**config.mk**
```make
export PLATFORM = sky130hd
export DESIGN_NAME = rate_limited_priority_task_dispatcher
export DESIGN_NICKNAME = d
export VERILOG_FILES = /design/src/rtl/core/rlptd_pkg.sv /design/src/rtl/core/rate_limited_priority_task_dispatcher.sv /design/src/rtl/core/rlptd_cfg_regs.sv /design/src/rtl/core/rlptd_sched.sv /design/src/rtl/core/rlptd_out_reg.sv
export SDC_FILE = /design/constraint.sdc
export NUM_CORES = 1
export LEC_CHECK = 0
export BUFFER_PORTS_ARGS = -buffer_cell sky130_fd_sc_hd__buf_2
export CORE_ASPECT_RATIO = 1.2
export CORE_MARGIN = 1.5
export CORE_UTILIZATION = 60
export DETAILED_ROUTE_END_ITERATION = 7
export GPL_TIMING_DRIVEN = 0
export PLACE_DENSITY = 0.86
export SYNTH_ARGS = -nofsm -noshare
export SYNTH_HDL_FRONTEND = slang
export SYNTH_HIERARCHICAL = 1
export SYNTH_SLANG_ARGS = --single-unit
```
**constraint.sdc**
```tcl
create_clock -name aclk -period 10.6 [get_ports aclk]
set_input_delay 2.12 -clock aclk [delete_from_list [all_inputs] [get_ports aclk]]
set_output_delay 2.12 -clock aclk [all_outputs]
set_load 0.1 [all_outputs]
```
**src/rtl/core/rlptd_pkg.sv**
```systemverilog
// ----------------------------------------------------------------------------
// rlptd_pkg
// Shared types and constants of the rate-limited priority task dispatcher.
// ----------------------------------------------------------------------------
package rlptd_pkg;

    localparam int TIME_BITS   = 32;
    localparam int NOW_W       = 32;
    localparam int SWR_W       = 16;
    localparam int REG_W       = 16;
    localparam int NUM_REGS    = 7;
    localparam int NUM_TIMERS  = 6;
    localparam int APB_DATA_W  = 32;
    localparam int APB_ADDR_W  = 5;
    localparam int REG_IDX_W   = 3;
    localparam int S_TDATA_W   = 48;
    localparam int S_TUSER_W   = 2;
    localparam int M_TDATA_W   = 8;
    localparam int TASK_W      = 3;

    typedef logic [TIME_BITS-1:0] time_t;
    typedef logic [REG_W-1:0]     reg_val_t;

    typedef enum logic [REG_IDX_W-1:0] {
        REG_POLL_PERIOD = 3'd0,
        REG_FREQ_PERIOD = 3'd1,
        REG_MEAS_PERIOD = 3'd2,
        REG_TUNE_PERIOD = 3'd3,
        REG_BAR_PERIOD  = 3'd4,
        REG_SAVE_PERIOD = 3'd5,
        REG_SWR_THRESH  = 3'd6
    } reg_idx_t;

    localparam int T_POLL = 0;
    localparam int T_FREQ = 1;
    localparam int T_MEAS = 2;
    localparam int T_TUNE = 3;
    localparam int T_BAR  = 4;
    localparam int T_SAVE = 5;

    typedef enum logic [TASK_W-1:0] {
        TASK_NONE     = 3'd0,
        TASK_POLL     = 3'd1,
        TASK_FREQ     = 3'd2,
        TASK_MEAS     = 3'd3,
        TASK_TUNE_REQ = 3'd4,
        TASK_BAR      = 3'd5,
        TASK_SAVE     = 3'd6
    } task_code_t;

    typedef struct packed {
        reg_val_t [NUM_TIMERS-1:0] period;
        reg_val_t                  swr_threshold;
    } cfg_t;

    typedef struct packed {
        logic [NOW_W-1:0] now_ms;
        logic             rf_present;
        logic             auto_mode;
        logic [SWR_W-1:0] swr_reading;
    } call_t;

    typedef struct packed {
        logic       valid;
        task_code_t task_chosen;
    } result_t;

endpackage

```
**src/rtl/core/rate_limited_priority_task_dispatcher.sv**
```systemverilog
// ----------------------------------------------------------------------------
// rate_limited_priority_task_dispatcher
// Picks one idle-loop task per call by cooldown timers and fixed priority.
// ----------------------------------------------------------------------------
// Usage:
//   Slave stream: one transfer per idle-loop call. tdata carries the
//   millisecond time and SWR code, tuser the RF-present and auto-mode flags.
//   Master stream: one transfer per call with the chosen task code
//   (0 none, 1 poll, 2 frequency, 3 measure, 4 tune request, 5 bargraph,
//   6 save).
//   APB port: periods and SWR threshold at byte offsets 0x00..0x18, to be
//   written only while no call is in flight (the block does not enforce it).
//   Path: the input register feeds the pick logic straight into the result
//   register, which drives the master stream.
//   Throughput: one call per cycle unless stalled; cooldown compares, priority
//   pick and timestamp update all finish in the single input-register stage.
//   Reset: registers return to default periods and a zero SWR threshold, all
//   timestamps clear to zero and the tune request is armed.
//   Stall: when m_tready is low the result holds, the input register fills
//   and s_tready drops until the result is taken.
// ----------------------------------------------------------------------------
module rate_limited_priority_task_dispatcher
    import rlptd_pkg::*;
(
    input  logic                  aclk,
    input  logic                  aresetn,
    input  logic                  s_tvalid,
    output logic                  s_tready,
    input  logic [S_TDATA_W-1:0]  s_tdata,   // [31:0] now_ms, [47:32] swr_reading
    input  logic [S_TUSER_W-1:0]  s_tuser,   // [0] rf_present, [1] auto_mode
    output logic                  m_tvalid,
    input  logic                  m_tready,
    output logic [M_TDATA_W-1:0]  m_tdata,   // [2:0] task_chosen, [7:3] zero
    input  logic                  psel,
    input  logic                  penable,
    input  logic                  pwrite,
    input  logic [APB_ADDR_W-1:0] paddr,
    input  logic [APB_DATA_W-1:0] pwdata,
    output logic [APB_DATA_W-1:0] prdata,
    output logic                  pready
);

    cfg_t    cfg;
    call_t   in_call;
    result_t res;
    logic    res_ready;

    assign in_call.now_ms      = s_tdata[NOW_W-1:0];
    assign in_call.swr_reading = s_tdata[NOW_W+SWR_W-1:NOW_W];
    assign in_call.rf_present  = s_tuser[0];
    assign in_call.auto_mode   = s_tuser[1];

    rlptd_cfg_regs u_cfg_regs (
        .aclk    (aclk),
        .aresetn (aresetn),
        .psel    (psel),
        .penable (penable),
        .pwrite  (pwrite),
        .paddr   (paddr),
        .pwdata  (pwdata),
        .prdata  (prdata),
        .pready  (pready),
        .cfg     (cfg)
    );

    rlptd_sched u_sched (
        .aclk      (aclk),
        .aresetn   (aresetn),
        .cfg       (cfg),
        .in_valid  (s_tvalid),
        .in_ready  (s_tready),
        .in_call   (in_call),
        .res_ready (res_ready),
        .res       (res)
    );

    rlptd_out_reg u_out_reg (
        .aclk      (aclk),
        .aresetn   (aresetn),
        .res       (res),
        .res_ready (res_ready),
        .m_tvalid  (m_tvalid),
        .m_tready  (m_tready),
        .m_tdata   (m_tdata)
    );

endmodule

```
**src/rtl/core/rlptd_cfg_regs.sv**
```systemverilog
// ----------------------------------------------------------------------------
// rlptd_cfg_regs
// APB register file holding the task periods and the SWR threshold.
// ----------------------------------------------------------------------------
module rlptd_cfg_regs
    import rlptd_pkg::*;
(
    input  logic                  aclk,
    input  logic                  aresetn,
    input  logic                  psel,
    input  logic                  penable,
    input  logic                  pwrite,
    input  logic [APB_ADDR_W-1:0] paddr,
    input  logic [APB_DATA_W-1:0] pwdata,
    output logic [APB_DATA_W-1:0] prdata,
    output logic                  pready,
    output cfg_t                  cfg
);

    reg_val_t regs_reg [NUM_REGS];
    reg_val_t regs_next[NUM_REGS];
    logic [REG_IDX_W-1:0] idx;
    logic wr_en;

    assign pready = 1'b1;
    assign idx    = paddr[APB_ADDR_W-1:2];
    assign wr_en  = psel && penable && pwrite && pready;

    always_comb begin
        for (int i = 0; i < NUM_REGS; i++) begin
            regs_next[i] = regs_reg[i];
        end
        if (wr_en && (idx < REG_IDX_W'(NUM_REGS))) begin
            regs_next[idx] = pwdata[REG_W-1:0];
        end
    end

    always_ff @(posedge aclk) begin
        if (!aresetn) begin
            regs_reg[REG_POLL_PERIOD] <= reg_val_t'(10);
            regs_reg[REG_FREQ_PERIOD] <= reg_val_t'(1000);
            regs_reg[REG_MEAS_PERIOD] <= reg_val_t'(20);
            regs_reg[REG_TUNE_PERIOD] <= reg_val_t'(200);
            regs_reg[REG_BAR_PERIOD]  <= reg_val_t'(33);
            regs_reg[REG_SAVE_PERIOD] <= reg_val_t'(200);
            regs_reg[REG_SWR_THRESH]  <= reg_val_t'(0);
        end else begin
            for (int i = 0; i < NUM_REGS; i++) begin
                regs_reg[i] <= regs_next[i];
            end
        end
    end

    always_comb begin
        prdata = '0;
        if (idx < REG_IDX_W'(NUM_REGS)) begin
            prdata = APB_DATA_W'(regs_reg[idx]);
        end
    end

    always_comb begin
        for (int i = 0; i < NUM_TIMERS; i++) begin
            cfg.period[i] = regs_reg[i];
        end
        cfg.swr_threshold = regs_reg[REG_SWR_THRESH];
    end

endmodule

```
**src/rtl/core/rlptd_sched.sv**
```systemverilog
// ----------------------------------------------------------------------------
// rlptd_sched
// Input register, cooldown checks, priority pick and dispatch timestamps.
// ----------------------------------------------------------------------------
module rlptd_sched
    import rlptd_pkg::*;
(
    input  logic    aclk,
    input  logic    aresetn,
    input  cfg_t    cfg,
    input  logic    in_valid,
    output logic    in_ready,
    input  call_t   in_call,
    input  logic    res_ready,
    output result_t res
);

    logic       call_valid_reg;
    call_t      call_reg;
    time_t      last_reg [NUM_TIMERS];
    time_t      last_next[NUM_TIMERS];
    logic       armed_reg;
    logic       armed_next;
    logic       advance;
    time_t      now;
    logic [NUM_TIMERS-1:0] cool;
    task_code_t task_sel;

    assign advance  = call_valid_reg && res_ready;
    assign in_ready = !call_valid_reg || res_ready;
    assign now      = time_t'(call_reg.now_ms);

    always_comb begin
        for (int i = 0; i < NUM_TIMERS; i++) begin
            cool[i] = time_t'(now - last_reg[i]) >= time_t'(cfg.period[i]);
        end
    end

    always_comb begin
        for (int i = 0; i < NUM_TIMERS; i++) begin
            last_next[i] = last_reg[i];
        end
        armed_next = armed_reg;
        task_sel   = TASK_NONE;
        if (cool[T_POLL]) begin
            last_next[T_POLL] = now;
            task_sel          = TASK_POLL;
        end else begin
            if (call_reg.rf_present) begin
                priority if (cool[T_FREQ]) begin
                    last_next[T_FREQ] = now;
                    task_sel          = TASK_FREQ;
                end else if (cool[T_MEAS]) begin
                    last_next[T_MEAS] = now;
                    task_sel          = TASK_MEAS;
                end else if (cool[T_TUNE]) begin
                    last_next[T_TUNE] = now;
                    if (call_reg.auto_mode && armed_reg &&
                        (call_reg.swr_reading > cfg.swr_threshold)) begin
                        armed_next = 1'b0;
                        task_sel   = TASK_TUNE_REQ;
                    end
                end else begin
                    task_sel = TASK_NONE;
                end
            end else begin
                armed_next = 1'b1;
            end
            if (task_sel == TASK_NONE) begin
                if (cool[T_BAR]) begin
                    last_next[T_BAR] = now;
                    task_sel         = TASK_BAR;
                end else if (cool[T_SAVE]) begin
                    last_next[T_SAVE] = now;
                    task_sel          = TASK_SAVE;
                end
            end
        end
    end

    always_ff @(posedge aclk) begin
        if (!aresetn) begin
            call_valid_reg <= 1'b0;
            armed_reg      <= 1'b1;
            for (int i = 0; i < NUM_TIMERS; i++) begin
                last_reg[i] <= '0;
            end
        end else begin
            if (in_ready) begin
                call_valid_reg <= in_valid;
            end
            if (advance) begin
                armed_reg <= armed_next;
                for (int i = 0; i < NUM_TIMERS; i++) begin
                    last_reg[i] <= last_next[i];
                end
            end
        end
    end

    always_ff @(posedge aclk) begin
        if (in_valid && in_ready) begin
            call_reg <= in_call;
        end
    end

    assign res.valid       = call_valid_reg;
    assign res.task_chosen = task_sel;

endmodule

```
**src/rtl/core/rlptd_out_reg.sv**
```systemverilog
// ----------------------------------------------------------------------------
// rlptd_out_reg
// Result register driving the master stream.
// ----------------------------------------------------------------------------
module rlptd_out_reg
    import rlptd_pkg::*;
(
    input  logic                 aclk,
    input  logic                 aresetn,
    input  result_t              res,
    output logic                 res_ready,
    output logic                 m_tvalid,
    input  logic                 m_tready,
    output logic [M_TDATA_W-1:0] m_tdata
);

    logic       valid_reg;
    task_code_t task_reg;

    assign res_ready = !valid_reg || m_tready;

    always_ff @(posedge aclk) begin
        if (!aresetn) begin
            valid_reg <= 1'b0;
        end else if (res_ready) begin
            valid_reg <= res.valid;
        end
    end

    always_ff @(posedge aclk) begin
        if (res_ready && res.valid) begin
            task_reg <= res.task_chosen;
        end
    end

    assign m_tvalid = valid_reg;
    assign m_tdata  = M_TDATA_W'(task_reg);

endmodule

```
==> report_table.html, run 1 <==
<table>
<tr><th>Metric</th><th>Value</th></tr>
<tr><th colspan="2">Global routing</th></tr>
<tr><td>Total overflow reported by the global router</td><td>0</td></tr>
<tr><td>Maximum number of pins on one net before global-route repair</td><td>37</td></tr>
<tr><td>Total Routing Usage GR</td><td>38.06%</td></tr>
<tr><td>Via count of the first global-routing pass</td><td>22777</td></tr>
<tr><td>Number of antenna violations at the first check in global routing</td><td>3</td></tr>
<tr><td>First-pass GRT wire length</td><td>133800 µm</td></tr>
<tr><th colspan="2">Timing</th></tr>
<tr><td>Final slew viol count</td><td>0</td></tr>
<tr><td>Final setup violating endpoints</td><td>0</td></tr>
<tr><td>Worst max-slew margin expressed relative to the limit</td><td>27.27%</td></tr>
<tr><td>Unrepaired setup endpoints after global routing</td><td>no</td></tr>
<tr><td>Highest achievable clock rate</td><td>123.5 MHz</td></tr>
<tr><td>Portion of the clock cycle consumed by the worst path in the final layout</td><td>76.40%</td></tr>
<tr><td>Shortest period the worst path allows</td><td>8.099 ns</td></tr>
<tr><td>Final worst clock skew</td><td>0.03358 ns</td></tr>
<tr><td>Final Hold Violating Endpoints</td><td>0</td></tr>
<tr><td>Worst Max-Slew Pin Slew</td><td>1.091 ns</td></tr>
<tr><td>Total negative slack</td><td>0 ns</td></tr>
<tr><th colspan="2">Placement</th></tr>
<tr><td>Placed cell count</td><td>3793</td></tr>
<tr><td>Placer's final routability congestion estimate</td><td>1.036</td></tr>
<tr><td>Detailed-placement wirelength estimate</td><td>72300 µm</td></tr>
<tr><td>IO buf count</td><td>95</td></tr>
<tr><th colspan="2">Finish</th></tr>
<tr><td>Finished Layout Cells</td><td>3870</td></tr>
<tr><td>Share of cells above drive strength 1</td><td>9.745%</td></tr>
<tr><td>Final #Nets</td><td>3619</td></tr>
<tr><td>Layout fillers</td><td>3669</td></tr>
<tr><td>Area growth, synth to finish</td><td>10.61%</td></tr>
<tr><td>Area occupied by multi-input gates</td><td>16160 µm²</td></tr>
<tr><td>Number of flip-flops in the largest register</td><td>192</td></tr>
<tr><td>Register area</td><td>9659 µm²</td></tr>
<tr><th colspan="2">Setup path</th></tr>
<tr><td>Signal arrival time at the worst endpoint</td><td>8.37 ns</td></tr>
<tr><td>Critical-path cell with the highest stage delay</td><td>sky130_fd_sc_hd__o41ai_4</td></tr>
<tr><td>Largest stage delay on the critical path</td><td>0.93 ns</td></tr>
<tr><td>Worst reg-to-reg setup slack</td><td>2.50 ns</td></tr>
<tr><td>Reg2reg start</td><td>u_sched/now[0]$_DFFE_PP_</td></tr>
<tr><td>Sort of element at the end of the critical path</td><td>register</td></tr>
<tr><td>Critical path startpoint category</td><td>register</td></tr>
<tr><td>Reg2Reg Depth</td><td>24</td></tr>
<tr><td>Crit-path max FO</td><td>15</td></tr>
<tr><td>Critical R2R Capture</td><td>u_sched/last_reg[5][14]$_SDFFCE_PN0P_</td></tr>
<tr><td>Critical path class</td><td>register to register</td></tr>
<tr><td>WP data required</td><td>10.88 ns</td></tr>
<tr><td>Series of cell instances along the critical path</td><td>inv_1 -&gt; ha_1 -&gt; inv_1 -&gt; fa_1 -&gt; a21o_1 -&gt; and3_1 -&gt; nor2_1 -&gt; o21ai_0 -&gt; a21o_1 -&gt; a21oi_1 -&gt; xnor2_1 -&gt; ha_1 -&gt; a21oi_1 -&gt; nand2_1 -&gt; a221oi_1 -&gt; o2bb2ai_1 -&gt; a2111oi_0 -&gt; nand4_1 -&gt; or4_1 -&gt; nor4_2 -&gt; nand4_2 -&gt; o41ai_4 -&gt; buf_6 -&gt; buf_6</td></tr>
<tr><th colspan="2">Run status</th></tr>
<tr><td>Run status</td><td>finished clean</td></tr>
<tr><th colspan="2">Clocking</th></tr>
<tr><td>Number of gates resized after CTS</td><td>0</td></tr>
<tr><td>Total setup buffers inserted after CTS</td><td>0</td></tr>
<tr><td>Cts hold-fix bufs</td><td>0</td></tr>
<tr><td>Skew-Pair Late Insertion Delay</td><td>0.61 ns</td></tr>
<tr><td>CTS tree</td><td>yes</td></tr>
<tr><td>Clock-pin slew on the worst setup and hold paths</td><td>0.06 ns</td></tr>
<tr><td>Number of levels in the clock H-tree</td><td>2</td></tr>
<tr><td>Longest Clk Path Bufs</td><td>3</td></tr>
<tr><td>Number of buffers created by CTS</td><td>42</td></tr>
<tr><td>Clk root buf</td><td>sky130_fd_sc_hd__clkbuf_16</td></tr>
<tr><td>Number of clock sinks</td><td>360</td></tr>
<tr><th colspan="2">Routing</th></tr>
<tr><td>Top layer reached by signal wires</td><td>met5</td></tr>
<tr><td>DR vias/cell</td><td>6.238</td></tr>
<tr><td>Detailed-routed wire length on met2</td><td>41270 µm</td></tr>
<tr><td>Number of design-rule violations left by the first detailed-router iteration</td><td>2014</td></tr>
<tr><td>WL met1</td><td>34390 µm</td></tr>
<tr><td>Routed met3 length</td><td>7294 µm</td></tr>
<tr><td>Number of nets with antenna violations after routing</td><td>0</td></tr>
<tr><td>WL per Instance</td><td>23.46 µm</td></tr>
<tr><td>Total vias in the final route</td><td>24142</td></tr>
<tr><td>Iteration count of the initial detailed-routing pass</td><td>5</td></tr>
<tr><td>Remaining routing DRC violations</td><td>0</td></tr>
<tr><td>Total wirelength of the detailed-routed design</td><td>90780 µm</td></tr>
<tr><th colspan="2">Synth</th></tr>
<tr><td>Most used flip-flop cell after synthesis</td><td>sky130_fd_sc_hd__edfxtp_1</td></tr>
<tr><td>Leading cell types by count after synthesis</td><td>sky130_fd_sc_hd__inv_1 (349), sky130_fd_sc_hd__nand2_1 (299), sky130_fd_sc_hd__ha_1 (298)</td></tr>
<tr><td>Synthesized cell area</td><td>27690 µm²</td></tr>
<tr><td>Number of synthesized register bits</td><td>360</td></tr>
<tr><td>Library cell with the largest summed area after synthesis</td><td>sky130_fd_sc_hd__edfxtp_1</td></tr>
<tr><td>Synth unique cells</td><td>103</td></tr>
<tr><td>Gate count after technology mapping</td><td>3052</td></tr>
<tr><td>Synth warnings</td><td>6</td></tr>
<tr><td>Post-synth EDFFs</td><td>245</td></tr>
<tr><td>Dominant cell by count in the synthesized netlist</td><td>sky130_fd_sc_hd__inv_1</td></tr>
<tr><td>Top-area cell type share of the netlist area</td><td>26.57%</td></tr>
<tr><td>Fraction of the yosys area taken by sequential cells</td><td>34.88%</td></tr>
<tr><td>Post-Syn Area per Cell</td><td>9.072 µm²</td></tr>
<tr><td>Proportion of register bits with asynchronous set or reset after synthesis</td><td>0%</td></tr>
<tr><td>Top cells by area, synth</td><td>sky130_fd_sc_hd__edfxtp_1 (27%), sky130_fd_sc_hd__ha_1 (13%), sky130_fd_sc_hd__dfxtp_1 (8.3%)</td></tr>
<tr><th colspan="2">Power and ir drop</th></tr>
<tr><td>Worst VDD drop</td><td>0.0001490 V</td></tr>
<tr><td>Power per cell area</td><td>140.1 nW/µm²</td></tr>
<tr><td>Leak</td><td>12.76 nW</td></tr>
<tr><th colspan="2">Die</th></tr>
<tr><td>Chip height</td><td>238.3 µm</td></tr>
<tr><td>Area inside the core boundary</td><td>45730 µm²</td></tr>
<tr><td>Starting density of the core</td><td>60.55%</td></tr>
<tr><td>Die Footprint</td><td>47450 µm²</td></tr>
<tr><td>Number of top-level pins</td><td>137</td></tr>
<tr><td>Row cnt</td><td>86</td></tr>
<tr><td>Die X</td><td>199.1 µm</td></tr>
<tr><th colspan="2">Worst hold path</th></tr>
<tr><td>Path category of the worst min-delay check</td><td>register to register</td></tr>
<tr><td>Hold wc startpoint</td><td>u_cfg_regs/regs_reg[2][13]$_SDFFE_PN0P_</td></tr>
<tr><td>Cell count of the worst hold path</td><td>2</td></tr>
<tr><td>Hold-critical path endpoint</td><td>u_cfg_regs/regs_reg[2][13]$_SDFFE_PN0P_</td></tr>
<tr><th colspan="2">Flow run</th></tr>
<tr><td>Max-cap violations</td><td>0</td></tr>
</table>
[worst max-delay path by stage]
stage,cells past startpoint,to,startpoint,slack [ns]
2_1_floorplan,22,u_sched/last_reg[3][0]$_DFFE_PP_,u_sched/now[0]$_DFFE_PP_,2.22
3_3_place_gp,22,u_sched/last_reg[3][0]$_DFFE_PP_,u_sched/now[0]$_DFFE_PP_,-0.90
3_5_place_dp,24,u_sched/last_reg[5][2]$_SDFFCE_PN0P_,u_sched/now[0]$_DFFE_PP_,2.79
4_1_cts,24,u_sched/last_reg[5][14]$_SDFFCE_PN0P_,u_sched/now[0]$_DFFE_PP_,2.79
5_1_grt,24,u_sched/last_reg[5][1]$_SDFFCE_PN0P_,u_sched/now[0]$_DFFE_PP_,2.26
6_report,24,u_sched/last_reg[5][14]$_SDFFCE_PN0P_,u_sched/now[0]$_DFFE_PP_,2.50
[cell type report]
type / instances / share of cell area (%)
clock buffer: 56 / 3.946
clock inverter: 20 / 0.6209
buffer: 127 / 2.259
multi-input combinational: 2233 / 52.77
tap: 616 / 2.516
sequential: 360 / 31.54
inverter: 351 / 4.302
timing repair buffer: 106 / 2.043
antenna: 1 / 0.008170
[power by group]
group / internal (W) / switching, W / total (W) / leakage (nW)
registers: 0.00156 / 0.0000504 / 0.00161 / 3.44
clock network: 0.000856 / 0.000620 / 0.00148 / 0.695
logic: 0.000439 / 0.000767 / 0.00121 / 8.62
[per-layer routing]
| metal | up-vias | track usage [%] |
|---|---|---|
| li1 | 11361 | - |
| met1 | 11337 | 44.31 |
| met2 | 1109 | 61.59 |
| met3 | 331 | 7.576 |
| met4 | 4 | 28.95 |
| met5 | - | 0 |
[logic make-up (layout without fill, tap and decap cells)]
| family | count (synthesis) | count (layout) | synth area share [%] |
|---|---|---|---|
| simple gates | 862 | 862 | 15.49 |
| fa+ha+maj | 304 | 304 | 13.90 |
| buf+inv | 478 | 660 | 7.257 |
| compound gates | 777 | 777 | 18.79 |
| other cells | 3 | 23 | 0.04067 |
| flops | 360 | 360 | 34.88 |
| mux | 140 | 140 | 5.590 |
| xor+xnor | 128 | 128 | 4.049 |
[critical path, delay by kind of cell, from the launching register on]
kind                     cells  cell delay, ns
AO/OA/AOI/OAI                9            3.11
AND/OR/NAND/NOR              7            2.12
buffers and inverters        4            0.97
adder cells (fa/ha/maj)      3            0.97
flip-flops                   1            0.41
XOR/XNOR                     1            0.18
[per-stage QoR]
| step | setup WS, ns | power, W | hold WS [ns] | instance area (µm²) | utilization [%] |
|---|---|---|---|---|---|
| floorplan | 2.225 | 0.002488 | 0.4443 | 27760 | - |
| global placement | -0.8964 | 0.002764 | 0.4558 | 29010 | 63.43 |
| detailed placement | 2.787 | 0.002803 | 0.4654 | 29230 | 63.91 |
| CTS | 2.790 | 0.004278 | 0.4739 | 30630 | 66.97 |
| global route | 2.256 | 0.004478 | 0.4955 | 30630 | 66.97 |
| finish | 2.501 | 0.004290 | 0.4767 | 30630 | 66.97 |
[cells in the final DEF, fill, tap and decap left out, types with 26 or more instances in the layout]
cell	netlist	layout
sky130_fd_sc_hd__a211oi_1	26	26
sky130_fd_sc_hd__a21o_1	66	66
sky130_fd_sc_hd__a21oi_1	225	225
sky130_fd_sc_hd__a221oi_1	26	26
sky130_fd_sc_hd__and2_1	82	81
sky130_fd_sc_hd__buf_2	15	110
sky130_fd_sc_hd__buf_4	25	29
sky130_fd_sc_hd__clkbuf_1	72	78
sky130_fd_sc_hd__clkbuf_16	0	45
sky130_fd_sc_hd__dfxtp_1	115	115
sky130_fd_sc_hd__edfxtp_1	245	245
sky130_fd_sc_hd__ha_1	298	298
sky130_fd_sc_hd__inv_1	349	349
sky130_fd_sc_hd__mux2i_1	113	113
sky130_fd_sc_hd__nand2_1	299	299
sky130_fd_sc_hd__nand3_1	49	49
sky130_fd_sc_hd__nand4_1	54	54
sky130_fd_sc_hd__nor2_1	165	165
sky130_fd_sc_hd__nor2b_1	32	32
sky130_fd_sc_hd__nor3_1	34	34
sky130_fd_sc_hd__o211ai_1	28	28
sky130_fd_sc_hd__o21a_1	43	43
sky130_fd_sc_hd__o21ai_0	139	138
sky130_fd_sc_hd__xnor2_1	78	78
sky130_fd_sc_hd__xor2_1	50	50
Power figures use the tool's default switching activity.
==> run 2, diff against run 1 <==
--- a/config.mk
+++ b/config.mk
@@ -8,7 +8,7 @@
 export BUFFER_PORTS_ARGS = -buffer_cell sky130_fd_sc_hd__buf_2
 export CORE_ASPECT_RATIO = 1.2
 export CORE_MARGIN = 1.5
-export CORE_UTILIZATION = 60
+export CORE_UTILIZATION = 57
 export DETAILED_ROUTE_END_ITERATION = 7
 export GPL_TIMING_DRIVEN = 0
 export PLACE_DENSITY = 0.86
==> constraint.sdc (replaced) <==
create_clock -name aclk -period 7.2 [get_ports aclk]
set_input_delay 1.44 -clock aclk [delete_from_list [all_inputs] [get_ports aclk]]
set_output_delay 1.44 -clock aclk [all_outputs]
set_load 0.1 [all_outputs]
==> report_table.html, run 2 (same netlist as run 1, synthesis figures left out) <==
<table>
<tr><th>Metric</th><th>Value</th></tr>
<tr><th colspan="2">Timing</th></tr>
<tr><td>Portion of the clock cycle consumed by the worst path in the final layout</td><td>95.97% (+20 points)</td></tr>
<tr><td>Final slew viol count</td><td>0 (unchanged)</td></tr>
<tr><td>Shortest period the worst path allows</td><td>6.910 ns (-1.189 ns)</td></tr>
<tr><td>Worst max-slew margin expressed relative to the limit</td><td>20.62% (-6.6 points)</td></tr>
<tr><td>Final Hold Violating Endpoints</td><td>0 (unchanged)</td></tr>
<tr><td>Highest achievable clock rate</td><td>144.7 MHz (+17%)</td></tr>
<tr><td>Final setup violating endpoints</td><td>0 (unchanged)</td></tr>
<tr><td>Final worst clock skew</td><td>0.02401 ns (-0.009568 ns)</td></tr>
<tr><td>Total negative slack</td><td>0 ns (unchanged)</td></tr>
<tr><td>Worst Max-Slew Pin Slew</td><td>1.191 ns (+0.09971 ns)</td></tr>
<tr><th colspan="2">Placement</th></tr>
<tr><td>Placer's final routability congestion estimate</td><td>1.014 (-2.2%)</td></tr>
<tr><td>IO buf count</td><td>95 (unchanged)</td></tr>
<tr><td>Instance area after placement</td><td>29230 µm² (about the same)</td></tr>
<tr><td>Detailed-placement wirelength estimate</td><td>66000 µm (-8.7%)</td></tr>
<tr><th colspan="2">Die</th></tr>
<tr><td>Die X</td><td>204.2 µm (+2.6%)</td></tr>
<tr><td>Chip height</td><td>244.4 µm (+2.6%)</td></tr>
<tr><td>Starting density of the core</td><td>57.68% (-2.9 points)</td></tr>
<tr><td>Row cnt</td><td>88 (+2.3%)</td></tr>
<tr><td>Area inside the core boundary</td><td>48010 µm² (+5.0%)</td></tr>
<tr><td>Number of top-level pins</td><td>137 (unchanged)</td></tr>
<tr><td>Die Footprint</td><td>49910 µm² (+5.2%)</td></tr>
<tr><th colspan="2">Setup path</th></tr>
<tr><td>Signal arrival time at the worst endpoint</td><td>7.17 ns (-1.20 ns)</td></tr>
<tr><td>Sort of element at the end of the critical path</td><td>register</td></tr>
<tr><td>WP data required</td><td>7.46 ns (-3.42 ns)</td></tr>
<tr><td>Reg2Reg Depth</td><td>23 (-4.2%)</td></tr>
<tr><td>Crit-path max FO</td><td>15 (unchanged)</td></tr>
<tr><td>Reg2reg start</td><td>u_sched/now[0]$_DFFE_PP_</td></tr>
<tr><td>Critical path startpoint category</td><td>register</td></tr>
<tr><td>Critical R2R Capture</td><td>u_sched/last_reg[5][3]$_SDFFCE_PN0P_</td></tr>
<tr><td>Critical path class</td><td>register to register</td></tr>
<tr><td>Worst reg-to-reg setup slack</td><td>0.29 ns (-2.21 ns)</td></tr>
<tr><th colspan="2">Clocking</th></tr>
<tr><td>Clock-pin slew on the worst setup and hold paths</td><td>0.06 ns (about the same)</td></tr>
<tr><td>Number of buffers created by CTS</td><td>39 (-7.1%)</td></tr>
<tr><td>Number of clock sinks</td><td>360 (unchanged)</td></tr>
<tr><td>Clk root buf</td><td>sky130_fd_sc_hd__clkbuf_16</td></tr>
<tr><td>Longest Clk Path Bufs</td><td>3 (unchanged)</td></tr>
<tr><td>Number of levels in the clock H-tree</td><td>2 (unchanged)</td></tr>
<tr><td>Cts hold-fix bufs</td><td>0 (unchanged)</td></tr>
<tr><td>CTS tree</td><td>yes</td></tr>
<tr><td>Skew-Pair Late Insertion Delay</td><td>0.57 ns (-0.04 ns)</td></tr>
<tr><th colspan="2">Finish</th></tr>
<tr><td>Most frequent standard cell in the layout excluding fill and tap cells</td><td>sky130_fd_sc_hd__inv_1</td></tr>
<tr><td>Final #Nets</td><td>3633 (+0.39%)</td></tr>
<tr><td>Share of cells above drive strength 1</td><td>10.20% (+0.45 points)</td></tr>
<tr><td>Area growth, synth to finish</td><td>11.32%</td></tr>
<tr><td>Post-route cell area</td><td>30820 µm² (+0.63%)</td></tr>
<tr><td>Number of flip-flops in the largest register</td><td>192 (unchanged)</td></tr>
<tr><td>Area occupied by multi-input gates</td><td>16220 µm² (+0.38%)</td></tr>
<tr><td>Layout fillers</td><td>3986 (+8.6%)</td></tr>
<tr><td>Register area</td><td>9659 µm² (unchanged)</td></tr>
<tr><td>Most frequent cells in the layout</td><td>sky130_fd_sc_hd__inv_1 (348), sky130_fd_sc_hd__nand2_1 (299), sky130_fd_sc_hd__ha_1 (298)</td></tr>
<tr><th colspan="2">Global routing</th></tr>
<tr><td>Number of antenna violations at the first check in global routing</td><td>1 (-2)</td></tr>
<tr><td>Total overflow reported by the global router</td><td>0 (unchanged)</td></tr>
<tr><td>First-pass GRT wire length</td><td>127900 µm (-4.4%)</td></tr>
<tr><td>Total Routing Usage GR</td><td>33.22% (-4.8 points)</td></tr>
<tr><td>Maximum number of pins on one net before global-route repair</td><td>37 (unchanged)</td></tr>
<tr><td>Via count of the first global-routing pass</td><td>23677 (+4.0%)</td></tr>
<tr><th colspan="2">Routing</th></tr>
<tr><td>DR vias/cell</td><td>6.273 (+0.55%)</td></tr>
<tr><td>Total wirelength of the detailed-routed design</td><td>84480 µm (-6.9%)</td></tr>
<tr><td>Total vias in the final route</td><td>24444 (+1.3%)</td></tr>
<tr><td>Number of nets with antenna violations after routing</td><td>0 (unchanged)</td></tr>
<tr><td>Number of design-rule violations left by the first detailed-router iteration</td><td>2550 (+27%)</td></tr>
<tr><td>WL per Instance</td><td>21.68 µm (-7.6%)</td></tr>
<tr><td>Iteration count of the initial detailed-routing pass</td><td>8 (+3)</td></tr>
<tr><td>Remaining routing DRC violations</td><td>1 (+1)</td></tr>
<tr><th colspan="2">Worst hold path</th></tr>
<tr><td>Cell count of the worst hold path</td><td>2 (unchanged)</td></tr>
<tr><td>Hold wc startpoint</td><td>u_cfg_regs/regs_reg[3][10]$_SDFFE_PN0P_</td></tr>
<tr><td>Path category of the worst min-delay check</td><td>register to register</td></tr>
<tr><td>Hold-critical path endpoint</td><td>u_cfg_regs/regs_reg[3][10]$_SDFFE_PN0P_</td></tr>
<tr><th colspan="2">Run status</th></tr>
<tr><td>Violations in the final reports</td><td>design-rule violations</td></tr>
<tr><td>Run status</td><td>complete, but fails checks</td></tr>
<tr><th colspan="2">Power and ir drop</th></tr>
<tr><td>Power per cell area</td><td>203.7 nW/µm² (+45%)</td></tr>
<tr><td>Leak</td><td>12.83 nW (+0.57%)</td></tr>
<tr><td>Worst VDD drop</td><td>0.0002085 V (+40%)</td></tr>
<tr><th colspan="2">Flow run</th></tr>
<tr><td>Max-cap violations</td><td>0 (unchanged)</td></tr>
</table>
run 2: cell types whose count changed in the layout (fill, tap and decap cells not counted), sizes merged:
cell | before | now
bufinv | 2 | 5
buf | 160 | 176
inv | 353 | 357
clkinv | 15 | 10
clkbuf | 129 | 120
clkinvlp | 1 | 4
o21ai | 152 | 153
run 2: worst max-delay path, cell delays in order, from the launching register on:
cell,delay (ns)
sky130_fd_sc_hd__edfxtp_1,0.41
sky130_fd_sc_hd__clkinvlp_4,0.31
sky130_fd_sc_hd__ha_1,0.35
sky130_fd_sc_hd__fa_1,0.40
sky130_fd_sc_hd__nand2b_1,0.19
sky130_fd_sc_hd__a21oi_1,0.31
sky130_fd_sc_hd__o311ai_2,0.20
sky130_fd_sc_hd__nand2_1,0.16
sky130_fd_sc_hd__a21o_1,0.12
sky130_fd_sc_hd__a21oi_1,0.07
sky130_fd_sc_hd__xnor2_1,0.23
sky130_fd_sc_hd__ha_1,0.31
sky130_fd_sc_hd__and4_1,0.19
sky130_fd_sc_hd__a221oi_1,0.30
sky130_fd_sc_hd__a21oi_1,0.23
sky130_fd_sc_hd__nor4_1,0.35
sky130_fd_sc_hd__o211ai_1,0.12
sky130_fd_sc_hd__a2111oi_1,0.46
sky130_fd_sc_hd__nand4_1,0.28
sky130_fd_sc_hd__o41ai_4,0.39
sky130_fd_sc_hd__a31oi_1,0.29
sky130_fd_sc_hd__o41ai_4,0.50
sky130_fd_sc_hd__buf_8,0.22
sky130_fd_sc_hd__buf_6,0.20
run 2: how the worst max path moves through the flow:
stage | from | to | slack [ns] | cells after the start
2_1_floorplan | u_sched/now[0]$_DFFE_PP_ | u_sched/last_reg[2][0]$_DFFE_PP_ | -0.27 | 22
3_3_place_gp | u_sched/now[1]$_DFFE_PP_ | u_sched/last_reg[4][0]$_DFFE_PP_ | -2.80 | 18
3_5_place_dp | u_sched/now[1]$_DFFE_PP_ | u_sched/last_reg[3][0]$_DFFE_PP_ | -0.49 | 19
4_1_cts | u_sched/now[0]$_DFFE_PP_ | u_sched/last_reg[1][28]$_DFFE_PP_ | 0.02 | 23
5_1_grt | u_sched/now[3]$_DFFE_PP_ | u_sched/last_reg[5][4]$_SDFFCE_PN0P_ | -0.03 | 23
6_report | u_sched/now[0]$_DFFE_PP_ | u_sched/last_reg[5][3]$_SDFFCE_PN0P_ | 0.29 | 23
run 2: area by class of cell:
type | count | area share [%]
clock inverters | 25 | 1.007
clock buffers | 47 | 3.398
well taps | 630 | 2.557
flip-flops and latches | 360 | 31.34
diodes | 1 | 0.008119
multi-input cells | 2234 | 52.63
repair buffers | 122 | 2.525
plain buffers | 127 | 2.245
inverters | 351 | 4.287
run 2: metrics by stage:
step	power, W	hold slack (ns)	util [%]	cells	setup WS, ns
detailed placement	0.004112	0.4695	60.88	3804	-0.4888
global route	0.006535	0.4971	64.20	3896	-0.03425
floorplan	0.003663	0.4443	-	3071	-0.2671
CTS	0.006247	0.4794	63.91	3885	0.02341
global placement	0.004068	0.4557	60.47	3796	-2.805
finish	0.006280	0.4771	64.20	3897	0.2904
run 2: timing repair:
item,4_1_cts,5_1_grt
gates cloned,1,0
setup endpoints to repair,146,146
pin swaps,2,4
resized for setup,2,5
setup buffers,8,11
run 2: power breakdown:
group          switching [W]  internal [W]  leakage [nW]  total, W
combinational        0.00112      0.000656          8.72   0.00178
clock               0.000898       0.00124         0.665   0.00214
sequential         0.0000690       0.00229          3.44   0.00236
total                0.00209       0.00419          12.8   0.00628
run 2: per-layer routing:
layer	GRT usage, %	vias up	wire, µm
li1	-	11366	-
met1	40.29	11622	32260
met2	56.07	1153	39870
met3	5.610	301	7383
met4	17.82	2	4954
met5	0	-	10
